File: src/hw/rtl/vara_pkg.sv
// ----------------------------------------------------------------------------
// vara_pkg
// types, constants and rounding helpers for the vector alignment rotation
// ----------------------------------------------------------------------------
package vara_pkg;

    localparam int IN_WIDTH  = 16;
    localparam int FRAC_BITS = 14;
    localparam int ONE       = 1 << FRAC_BITS;
    localparam int QW        = FRAC_BITS + 1;       // root digits, one per cell
    localparam int RSH       = 2 * FRAC_BITS + 2;   // scale of the root numerator
    localparam int SQW       = 32;                  // square and sum width
    localparam int DW        = 68;                  // remainder width
    localparam int ACW       = 48;                  // den * q accumulator width
    localparam int LANES     = 4;
    localparam int ENT_W     = 16;
    localparam int VEC_W     = 17;
    localparam int VEC_MAX   = 65535;
    localparam int VEC_MIN   = -65536;

    // lane order in the root chain
    localparam int L_CPHI = 0;
    localparam int L_SPHI = 1;
    localparam int L_CTH  = 2;
    localparam int L_STH  = 3;

    typedef struct packed {
        logic signed [DW-1:0] rem;
        logic [ACW-1:0]       acc;
        logic [QW-1:0]        q;
    } root_lane_t;

    typedef struct packed {
        logic signed [IN_WIDTH-1:0] a;
        logic signed [IN_WIDTH-1:0] b;
        logic signed [IN_WIDTH-1:0] c;
        logic [SQW-1:0]             s1;
        logic [SQW-1:0]             s;
        root_lane_t [LANES-1:0]     lane;
    } chain_t;

    // shift right with rounding to nearest, ties away from zero
    function automatic logic signed [63:0] rnd_shift(input logic signed [63:0] v,
                                                      input int sh);
        logic [63:0] mag;
        mag = v[63] ? 64'(-v) : 64'(v);
        mag = (mag + (64'd1 << (sh - 1))) >> sh;
        return v[63] ? -$signed(mag) : $signed(mag);
    endfunction

    function automatic logic signed [ENT_W-1:0] clamp_ent(input logic signed [63:0] v);
        logic signed [63:0] r;
        r = v;
        if (v > 64'(ONE)) r = 64'(ONE);
        if (v < -64'(ONE)) r = -64'(ONE);
        return ENT_W'(r);
    endfunction

    function automatic logic signed [VEC_W-1:0] clamp_vec(input logic signed [63:0] v);
        logic signed [63:0] r;
        r = v;
        if (v > 64'(VEC_MAX)) r = 64'(VEC_MAX);
        if (v < 64'(VEC_MIN)) r = 64'(VEC_MIN);
        return VEC_W'(r);
    endfunction

endpackage

File: src/hw/rtl/vara_cell.sv
// ----------------------------------------------------------------------------
// vara_cell
// one digit of the rounded root ratio for all four lanes, registered
// ----------------------------------------------------------------------------
module vara_cell #(
    parameter int K = 0
) (
    input  logic             aclk,
    input  logic             aresetn,
    input  logic             in_valid,
    output logic             in_ready,
    input  vara_pkg::chain_t in_data,
    output logic             out_valid,
    input  logic             out_ready,
    output vara_pkg::chain_t out_data
);
    import vara_pkg::*;

    logic   valid_reg;
    chain_t data_reg;
    chain_t data_next;

    // trial digit: keep it when the remainder stays non-negative
    always_comb begin
        logic signed [DW-1:0] den_w;
        logic signed [DW-1:0] delta;
        logic signed [DW-1:0] trial;
        data_next = in_data;
        for (int l = 0; l < LANES; l++) begin
            den_w = (l < 2) ? DW'(in_data.s1) : DW'(in_data.s);
            delta = ((DW'(in_data.lane[l].acc) <<< 1) + (den_w <<< K) - den_w) <<< (K + 2);
            trial = in_data.lane[l].rem - delta;
            if (!trial[DW-1]) begin
                data_next.lane[l].rem  = trial;
                data_next.lane[l].acc  = in_data.lane[l].acc + ACW'(den_w <<< K);
                data_next.lane[l].q[K] = 1'b1;
            end
        end
    end

    assign in_ready = !valid_reg || out_ready;

    // stage register
    always_ff @(posedge aclk) begin
        if (!aresetn) begin
            valid_reg <= 1'b0;
        end else if (in_ready) begin
            valid_reg <= in_valid;
        end
    end

    always_ff @(posedge aclk) begin
        if (in_ready && in_valid) begin
            data_reg <= data_next;
        end
    end

    assign out_valid = valid_reg;
    assign out_data  = data_reg;

endmodule

File: config.mk
export PLATFORM = sky130hd
export DESIGN_NAME = vara_cell
export DESIGN_NICKNAME = d
export VERILOG_FILES = /design/src/hw/rtl/vara_pkg.sv /design/src/hw/rtl/vara_cell.sv
export SDC_FILE = /design/constraint.sdc
export NUM_CORES = 2
export LEC_CHECK = 0
export BUFFER_PORTS_ARGS = -buffer_cell sky130_fd_sc_hd__buf_2
export CORE_AREA = 2 2 497 499
export CTS_CLUSTER_DIAMETER = 30
export DETAILED_ROUTE_END_ITERATION = 10
export DIE_AREA = 0 0 499 501
export PLACE_DENSITY_LB_ADDON = 0.1
export SYNTH_ARGS = -nofsm -noshare
export SYNTH_HDL_FRONTEND = slang
export SYNTH_SLANG_ARGS = --single-unit
File: constraint.sdc
create_clock -name aclk -period 43.2 [get_ports aclk]
set_clock_uncertainty 0.15 [all_clocks]
set_input_delay 8.64 -clock aclk [delete_from_list [all_inputs] [get_ports aclk]]
set_output_delay 8.64 -clock aclk [all_outputs]
set_load 0.005 [all_outputs]
# Word-level counts from Yosys, hierarchy flattened
# Cells that the tools add are included.
# op_classes
mux	4
reduce_logical	3
n_addsub	16
# op_table
op	count
115-bit 2-to-1 mux	4
68-bit by 53-bit subtractor with 68-bit output	4
50-bit by 32-bit subtractor with 51-bit output	4
49-bit by 32-bit adder with 50-bit output	4
48-bit by 32-bit adder with 48-bit output	4
1-bit logical AND	1
1-bit zero test	1
1-bit logical OR	1
# totals
reg_bits	637
wordCells	49
output_inout_bits	638

# Logic depth before layout (Yosys ltp)
# depth
ltp_word	4
ltp_mapped	30
depth_no_buf	27

# Least setup slack after synthesis
# OpenSTA, ideal clock, no wires.
# synth_path
path_kind	input to register
from	input out_ready
to	register data_reg, in the netlist out_data[0] (enable)
arrival_ns	23.144
t_required_ns	41.963
slack_ns	18.819
stages	2
path_cell_list	nand2b_1 -> and2_1
# synth_via
elab_chain_cells	2
# synth_lines
element	line	rtl
from (decl)	vara_cell.sv:14	input logic out_ready,
1-bit logical OR	vara_cell.sv:41	assign in_ready = !valid_reg || out_ready;
1-bit logical AND	vara_cell.sv:53	if (in_ready && in_valid) begin
to (signal assigned)	vara_cell.sv:54	data_reg <= data_next;
to (decl)	vara_cell.sv:20	chain_t data_reg;
# Every way passes these cells.
# A chain may end at the register's enable or synchronous reset.

# Worst setup path after layout
# layout_path
from	input out_ready
to	output in_ready
# layout_via
elab_chain_cells	1
# layout_lines
element	line	rtl
1-bit logical OR	vara_cell.sv:41	
to (decl)	vara_cell.sv:11	output logic in_ready,
# Every way passes these cells.

==> summary.md <==
| Metric | Value |
|---|---|
| Port bufs | `about 1,300` |
| Fillers | `approximately 26,000` |
| Crit path kind | `in2out` |
| Status | `complete, no violations` |
| Routed Antenna Nets | `0` |
| I/O pin cnt | `1,278` |
| Area Growth Syn to Fin | `27.69%` |
| Reg-to-reg startpoint | `out_valid` |
| Hpwl dp | `219,000 um` |
| Worst-Margin Slew | `between 1 and 1.5 ns` |
| Layout cells sized above 1 | `21.43%` |
| End-of-flow core utilization | `a little under a third` |
| Number of synthesized flops with an enable pin | `about 640` |
| Row cnt | `182` |
| Starting Density | `about a quarter` |
| Initial antenna violation count | `143` |
| R2R setup slack | `38.60 ns` |
| WHS Path Cells | `2` |
| Slew Viols, Final | `0` |
| Core area | `0.2448 mm^2` |
| Drt pass-1 iters | `6` |
| Post-synthesis async set-or-reset flop share | `0%` |
| Syn nets | `between 8,000 and 9,000` |
| Worst hold start | `out_valid` |
| Origin of the worst setup path | `out_ready` |
| Number of global-route vias before repair | `56,010` |
| #FFs+latches synth | `approximately 640` |
| Storage cell area | `~0.019 mm^2` |
| First-pass GRT wire length | `377,200 um` |
| Slew margin rel. | `27.29%` |
| Htree depth | `4` |
| Worst EP required | `34.41 ns` |
| Routed WL | `~260,000 um` |
| Clock transition at the registers of the reported paths | `0.04 ns` |
| Final hold vios | `0` |
| Synth warn | `0` |
| P_leak | `between 30 and 40 nW` |
| Post-cts resize count | `0` |
| WL per Instance | `~23 um` |
| Placer Congestion | `approximately 0.9` |
| Final worst-path cycle share | `around two fifths` |
| Final min period | `~18 ns` |
| Area of the multi-input gates | `0.03883 mm^2` |
| Total GRT Usage | `20.20%` |
| Post-CTS setup buffers | `0` |
| Hold Path Class | `reg2reg` |
| Unique cell type count in the Yosys netlist | `93` |
| Crit path launch type | `input pin` |
| NumNets Final | `about 9,500` |
| Crit path DAT | `about 9.1 ns` |
| Clk Latency, worst-skew pair | `just under 0.8 ns` |
| Cells after Synth | `just under 7,000` |
| Total negative slack | `0 ns` |
| Max-Cap Viols | `0` |
| Total CTS buffers | `about 210` |
| Hold EP | `out_valid` |
| VDD IR max | `roughly 0.033 mV` |
| Avg Inst Size Synth | `between 8 and 9 um^2` |
| Pwr dens | `between 50 and 60 mW/mm^2` |
| Hold Buf Count CTS | `0` |
| Deepest clock path buffer count | `3` |
| Final setup viols | `0` |
| R2R cell count | `6` |
| Die Height | `about 500 um` |
| Clock Sinks | `637` |
| CTS tree | `yes` |
| RSZ-0062 raised after global routing | `false` |
| Worst Path Max Fanout | `3` |
| Seq/Total Area, Yosys | `between 30% and 40%` |
| Die X-Extent | `approximately 500 um` |
| Mapped cell area | `0.06015 mm^2` |
| Total gr overflow | `0` |
| Largest net degree at the start of global routing | `~180` |
| Fmax | `about 56 MHz` |
| Post-route DRC | `0` |
| Reg-to-Reg End | `out_data[92]` |
| DRT iter0 DRCs | `~3,500` |
| Worst setup EP type | `output pin` |
| Root Driver | `clkbuf_16` |
| Post-synth top flop | `edfxtp_1` |
| Die area | `0.2500 mm^2` |
| Vias | `56,420` |
| Vias per cell | `roughly 4.9` |
per-stage QoR:
| stage | power (W) | hold WS [ns] | setup WS [ns] | cells | instance area [um^2] |
|---|---|---|---|---|---|
| floorplan | 0.001903 | 0.3866 | 18.82 | 6774 | 60150 |
| global placement | 0.002432 | 0.4347 | 25.34 | 11060 | 69880 |
| detailed placement | 0.002425 | 0.4423 | 25.34 | 11060 | 69880 |
| CTS | 0.003919 | 0.4481 | 25.34 | 11440 | 76690 |
| global route | 0.004119 | 0.4896 | 25.32 | 11460 | 76730 |
| finish | 0.003863 | 0.4482 | 25.34 | 11490 | 76800 |
synthesized netlist by cell type (9+ instances only):
library cell | n | area, um^2
o211ai_1 | 36 | 270.3
nand4b_1 | 9 | 78.83
a41oi_1 | 11 | 96.34
inv_1 | 337 | 1265
xnor2_1 | 353 | 3092
nor2_1 | 345 | 1295
or4_1 | 9 | 67.56
a2111oi_0 | 9 | 78.83
a311oi_1 | 11 | 96.34
nor3_1 | 94 | 470.5
o21bai_1 | 115 | 863.3
a221o_1 | 14 | 140.1
o31ai_1 | 40 | 300.3
a21oi_1 | 687 | 3438
ha_1 | 787 | 9847
o21a_1 | 71 | 533.0
a31oi_1 | 66 | 412.9
nor4_1 | 24 | 150.1
o221ai_1 | 10 | 87.58
a211oi_1 | 44 | 330.3
nor2b_1 | 72 | 450.4
clkbuf_1 | 192 | 720.7
and4_1 | 14 | 122.6
o22ai_1 | 9 | 56.30
a211o_1 | 19 | 166.4
and3_1 | 76 | 475.5
o2111ai_1 | 10 | 87.58
o21ai_0 | 581 | 2908
nand2b_1 | 74 | 462.9
mux2_2 | 17 | 191.4
o41ai_1 | 11 | 96.34
nand3_1 | 136 | 680.7
edfxtp_1 | 636 | 19100
a221oi_1 | 19 | 166.4
or2_2 | 90 | 563.0
nand2_1 | 673 | 2526
or3_1 | 31 | 193.9
and2_1 | 44 | 275.3
xor2_1 | 323 | 2829
a31o_2 | 9 | 78.83
a21o_1 | 345 | 2590
nand4_1 | 117 | 732.0
buf_2 | 39 | 195.2
nor3b_1 | 10 | 75.07
a21boi_0 | 23 | 172.7
worst max-delay path, cell delays in order:
cell and delay [ns]:
buf_2 0.09, nand2b_1 0.18, buf_2 0.15
where the power goes:
group,leakage [nW],switching (W),internal (W)
clock,3.27,0.000480,0.000975
combinational,24.8,0.000953,0.000592
sequential,6.18,0.0000365,0.000827
total,34.2,0.00147,0.00239
worst max path at each step:
stage,to,depth (start not counted),slack [ns]
2_1_floorplan,out_data[0],2,18.82
5_1_grt,in_ready,3,25.32
6_report,in_ready,3,25.34
3_5_place_dp,in_ready,3,25.34
4_1_cts,in_ready,3,25.34
3_3_place_gp,in_ready,3,25.34
layout make-up:
type                    count  area share (%)
diodes                     43          0.1401
clock buffers             247           6.995
clock inverters           135           1.873
inverters                 337           1.647
multi-input cells        5559           50.56
flip-flops and latches    637           24.89
well taps                3220           5.246
repair buffers           1308           8.641
logic make-up (layout without fill, tap and decap cells):
group	Yosys count	in the layout	synth area share, %
XOR/XNOR	677	677	9.881
other	0	43	0
buffers and inverters	578	2027	3.728
multiplexers	21	21	0.3848
AND/OR/NAND/NOR	1854	1854	14.92
adder cells (fa/ha/maj)	794	794	16.60
AO/OA/AOI/OAI	2213	2213	22.70
flip-flops	637	637	31.79
sequential cells by signal (all words and copies together), names as in the netlist:
signal	flops
out_valid	1
out_data	636
cells in the final DEF, fill, tap and decap left out, types with 44 or more instances in the layout:
cell type | Yosys | final
buf_2 | 39 | 1277
ha_1 | 787 | 787
a21oi_1 | 687 | 687
nand2_1 | 673 | 673
edfxtp_1 | 636 | 636
o21ai_0 | 581 | 581
xnor2_1 | 353 | 350
a21o_1 | 345 | 345
nor2_1 | 345 | 345
inv_1 | 337 | 337
xor2_1 | 323 | 322
clkbuf_16 | 0 | 209
nand3_1 | 136 | 136
nand4_1 | 117 | 117
o21bai_1 | 115 | 115
nor3_1 | 94 | 94
or2_2 | 90 | 90
and3_1 | 76 | 76
nand2b_1 | 74 | 74
nor2b_1 | 72 | 72
o21a_1 | 71 | 71
a31oi_1 | 66 | 66
a211oi_1 | 44 | 44
metal layers:
layer	routed length (um)	part of all wire, %	global-route usage [%]
met1	104900	40	23.03
met2	131000	50	35.85
met3	20520	7.8	6.351
met4	7101	2.7	5.951
met5	746	0.28	0
Power figures use the tool's default switching activity.
